==> config.mk <==
export PLATFORM = sky130hd
export DESIGN_NAME = ocp_mul
export DESIGN_NICKNAME = d
export VERILOG_FILES = /design/src/hw/rtl/ocp_mul.sv
export SDC_FILE = /design/constraint.sdc
export NUM_CORES = 2
export LEC_CHECK = 0
export ABC_AREA = 1
export BUFFER_PORTS_ARGS = -buffer_cell sky130_fd_sc_hd__buf_4
export CORE_MARGIN = 3
export CORE_UTILIZATION = 55
export DETAILED_ROUTE_END_ITERATION = 16
export PLACE_DENSITY_LB_ADDON = 0.25
export RECOVER_POWER = 100
export SYNTH_ARGS = -nofsm -noshare
export SYNTH_HDL_FRONTEND = slang
export SYNTH_SLANG_ARGS = --single-unit
export TNS_END_PERCENT = 30
==> constraint.sdc <==
create_clock -name clk -period 13 [get_ports clk]
set_clock_uncertainty 0.1 [all_clocks]
set_input_delay 0.65 -clock clk [delete_from_list [all_inputs] [get_ports clk]]
set_output_delay 0.65 -clock clk [all_outputs]
set_load 0.05 [all_outputs]
==> src/hw/rtl/ocp_mul.sv <==
// 48 x 32 signed multiply split into two registered 48 x 16 partial products
module ocp_mul (
	input  logic               clk,
	input  logic signed [47:0] a,
	input  logic signed [31:0] b,
	output logic signed [64:0] pp_lo,
	output logic signed [63:0] pp_hi
);

	// low half of b is unsigned, high half carries the sign
	always_ff @(posedge clk) begin
		pp_lo <= a * $signed({1'b0, b[15:0]});
		pp_hi <= a * $signed(b[31:16]);
	end

endmodule

; ---- Yosys cells after proc, flatten, opt, wreduce, memory -nomap -nowiden
; Cells that the tools add are included.
[word_totals]
reg_bits = 129
in_bits = 81
output_inout_bits = 129
wordCells = 4
[classes]
n_mul = 2
[op_table]
columns = cell, n
row1 = $mul A48 B17 Y65, 1
row2 = $mul A48 B16 Y64, 1

; ---- Depth between registers and ports, before layout
[depth]
depth_word = 1
ltp_mapped = 29
depth_no_buf = 27

; ---- Worst setup path after synthesis
; OpenSTA, ideal clock, no wires.
[synth_path]
kind = input port to flip-flop
from = input b[22]
to = register pp_hi[61]
setup_ns = 0.112
arrival_ns = 5.804
required_time_ns = 12.788
path_slack_ns = 6.984
cell_stages = 21
path_buffers = 2
cell_sequence = clkbuf_1 > clkbuf_1 > nand2_1 > fa_1 > inv_1 > fa_1 > inv_1 > fa_1 > fa_1 > inv_1 > fa_1 > fa_1 > ha_1 > nand2_1 > inv_1 > nand2_1 > nor3_1 > and2_1 > nand2_1 > nand3_1 > nand2_1
[synth_between]
elab_chain_len = 1
[synth_lines]
columns = element, line_no
row1 = start: declaration, 5  ; input logic signed [31:0] b,
row2 = $mul A48 B16 Y64, 13  ; pp_hi <= a * $signed(b[31:16]);
row3 = end signal: assignment, 13
row4 = end: declaration, 7  ; output logic signed [63:0] pp_hi
; No other way between the ends.

; ---- Worst setup path in the final report
[layout_path]
from = input b[0]
to = register pp_lo[58]
[layout_between]
elab_chain_len = 1
[layout_lines]
columns = element, line_no
row1 = $mul A48 B17 Y65, 12  ; pp_lo <= a * $signed({1'b0, b[15:0]});
row2 = end signal: assignment, 12
row3 = end: declaration, 6  ; output logic signed [64:0] pp_lo,
; No other way between the ends.

==> flow_summary.json <==
{
  "final_cell_area_mm2": 0.0622,
  "hold_slack_ns": 0.548,
  "dieArea_mm2": 0.113,
  "grt_first_pass_wirelength_um": 294000,
  "placed_cells": 9520,
  "die_w_um": 336,
  "finalCritPeriodShare_pct": 62.2,
  "overflow": 0,
  "worstHoldPathCells": 3,
  "wl_um": 184000,
  "io_pins": 210,
  "final_nets": 9935,
  "slowest_stage": "clkbuf_1",
  "cp.arrival_ns": 8.36,
  "port_buffers": 209,
  "synthArstFlopShare_pct": 0,
  "syn2layout_area_growth_pct": 3.68,
  "drive_gt1_share_pct": 2.33,
  "clk_pin_slew_ns": 0.09,
  "crit_buf_inv": 5,
  "syn_avg_cell_area_um2": 7.31,
  "wl_per_cell_um": 19.3,
  "fillers": 10300,
  "cp_cell_sequence": "clkbuf_1, nand2_1, fa_1, inv_1, fa_1, fa_1, inv_1, fa_1, inv_1, ha_1, nand2_1, inv_1, nand2_1, nor3_1, and3_1, nand2_1, nand4_1, nand2_1",
  "crit_path_start_kind": "input pin",
  "syn_nets": 10000,
  "drv_slew": 98,
  "syn_inst": 8211,
  "rows": 120,
  "synth_edf_count": 0,
  "firstDrtPassIters": 7,
  "critPathTopFamily": "buffers and inverters",
  "crit_required_ns": 13.28,
  "setup_viol": 0,
  "synthFlopType": "dfxtp_1",
  "synth_cell_types": 30,
  "fin_cells": 9555,
  "synth_seq_cells": 129,
  "cts-resized-gates": 0,
  "ant_nets": 0,
  "netlist.area_leader.share_pct": 47.5,
  "violations": "capacitance limit, slew limit",
  "cts-root-buf": "clkbuf_16",
  "die_h_um": 336,
  "yosys_warnings": 0,
  "yosysTopAreaCell": "fa_1",
  "grt_usage_pct": 34.1,
  "synth_area_leaders": "fa_1 (47%), inv_1 (17%), nand2_1 (16%)",
  "cts.sinks": 129,
  "cp-end-kind": "register",
  "period_minus_slack_ns": 8.08,
  "cts_max_path_buffers": 2,
  "initial_core_util_pct": 55.8,
  "cp_num_cells": 18,
  "grt_pass1_vias": 53300,
  "viasPerCell": 5.19,
  "cpPeakStageDelay_ns": 2.11,
  "hold_violations": 0,
  "ys_seq_area_share_pct": 4.30,
  "cts_hold_buf": 0,
  "cp_max_fo": 48,
  "worst_slew_pin_slew_ns": 3.17,
  "hpwl_um": 144000,
  "hp-start": "a[0]",
  "path_class": "input pin to register",
  "fin_tns_setup_ns": 0,
  "cts_setup_buffers": 0,
  "core_mm2": 0.108,
  "hold-path-endpoint": "pp_hi[0]$_DFF_P_",
  "first_iter_violations": 3367,
  "relSlewSlack_pct": -111,
  "place.gp.congestion": 1.03,
  "cts_buffers": 17,
  "status": "complete, but fails checks",
  "drc": 0,
  "place_area_mm2": 0.0622,
  "grt_max_degree": 50,
  "fmax_ghz": 0.124,
  "cts_tree": "yes",
  "rsz0062_at_grt": "no",
  "min_path_type": "input pin to register",
  "drv_cap": 2,
  "grt_antenna_before_repair": 4,
  "h-tree-depth": 4,
  "vias": 49600,
  "crit_top_cell": "nand2_1",
  "synthesis.area_mm2": 0.0600
}
==> per-layer routing <==
| metal | track usage (%) | up-vias | share of wire (%) |
|---|---|---|---|
| met5 | 0 | - | 0.0087 |
| li1 | - | 22200 | - |
| met3 | 4.12 | 569 | 6.7 |
| met2 | 60.8 | 2005 | 51 |
| met1 | 41.5 | 24800 | 38 |
| met4 | 14.9 | 2 | 5.0 |
==> through the flow <==
stage	util, %	setup slack [ns]
detailed placement	57.8	5.89
global route	57.8	4.55
floorplan	-	6.98
global placement	57.8	5.90
finish	57.8	4.92
CTS	58.4	6.42
==> flip-flops by register name (all words and copies together), names as in the netlist <==
| signal | flops |
|---|---|
| pp_hi | 64 |
| pp_lo | 65 |
==> worst max path at each step <==
stage / slack [ns] / to / startpoint
floorplan: 6.98 / pp_hi[61]$_DFF_P_ / b[22]
global placement: 5.90 / pp_hi[23]$_DFF_P_ / b[23]
detailed placement: 5.89 / pp_lo[58]$_DFF_P_ / b[2]
CTS: 6.42 / pp_hi[23]$_DFF_P_ / b[23]
global route: 4.55 / pp_lo[61]$_DFF_P_ / b[0]
finish: 4.92 / pp_lo[58]$_DFF_P_ / b[0]
==> placed cells by master (no fill, tap or decap), types with 3 or more instances in the layout <==
cell / count
inv_1: 2770
nand2_1: 2556
fa_1: 1423
ha_1: 295
nor2_1: 191
clkbuf_1: 131
nand3_1: 129
dfxtp_1: 129
a21oi_1: 104
buf_4: 79
xor2_1: 67
nand4_1: 47
nor2_2: 35
o21bai_1: 34
nand2_2: 23
nor3_1: 21
clkbuf_16: 17
and3_1: 15
o21ai_0: 14
nor4_1: 12
or2_2: 7
inv_2: 7
xnor2_1: 6
nor2_4: 5
and2_1: 5
inv_6: 5
clkinv_4: 5
nand3b_1: 4
diode_2: 3
and2_0: 3
==> cells by family (layout without fill, tap and decap cells) <==
logic type               count (synthesis)  count (layout)  share of synthesized area, %
flip-flops                             129             129                          4.30
buffers and inverters                 3083            3021                          19.3
adder cells (fa/ha/maj)               1718            1718                          53.6
AO/OA/AOI/OAI                          153             153                          1.42
AND/OR/NAND/NOR                       3055            3055                          20.3
XOR/XNOR                                73              73                          1.07
other                                    0               3                             0
==> layout make-up <==
type / instances / area [um^2] / area share [%]
multi-input cells: 4999 / 45800 / 73.5
clock buffers: 18 / 439 / 0.706
well taps: 1403 / 1760 / 2.82
clock inverters: 14 / 170 / 0.273
inverters: 2779 / 10400 / 16.8
flip-flops and latches: 129 / 2580 / 4.15
repair buffers: 210 / 1080 / 1.74
diodes: 3 / 7.51 / 0.0121
==> tightest hold or removal path, stage by stage <==
cell and delay [ns]:
buf_4 0.29, nand2_1 0.13, inv_1 0.04
==> Yosys cell counts, types with 2 or more instances <==
cell      instances
nand2_2          37
xnor2_1           6
inv_1          2770
nor3_1           21
o21bai_1         34
and2_1            8
ha_1            295
a21oi_1         104
nor2_1          180
xor2_1           67
nand3b_1          4
nand3_1         120
or2_2             7
fa_1           1423
o21ai_0          14
dfxtp_1         129
buf_1            42
clkinv_1          2
nand2_1        2542
nand4_1          47
clkbuf_1        262
nand3_2           9
nor2_2           46
inv_2             7
and3_1           15
nor4_1           12
nor2_4            5
Power is left out: the tool's default activity adds up to more than one toggle a clock period on the data nets, which glitch-free logic cannot reach.
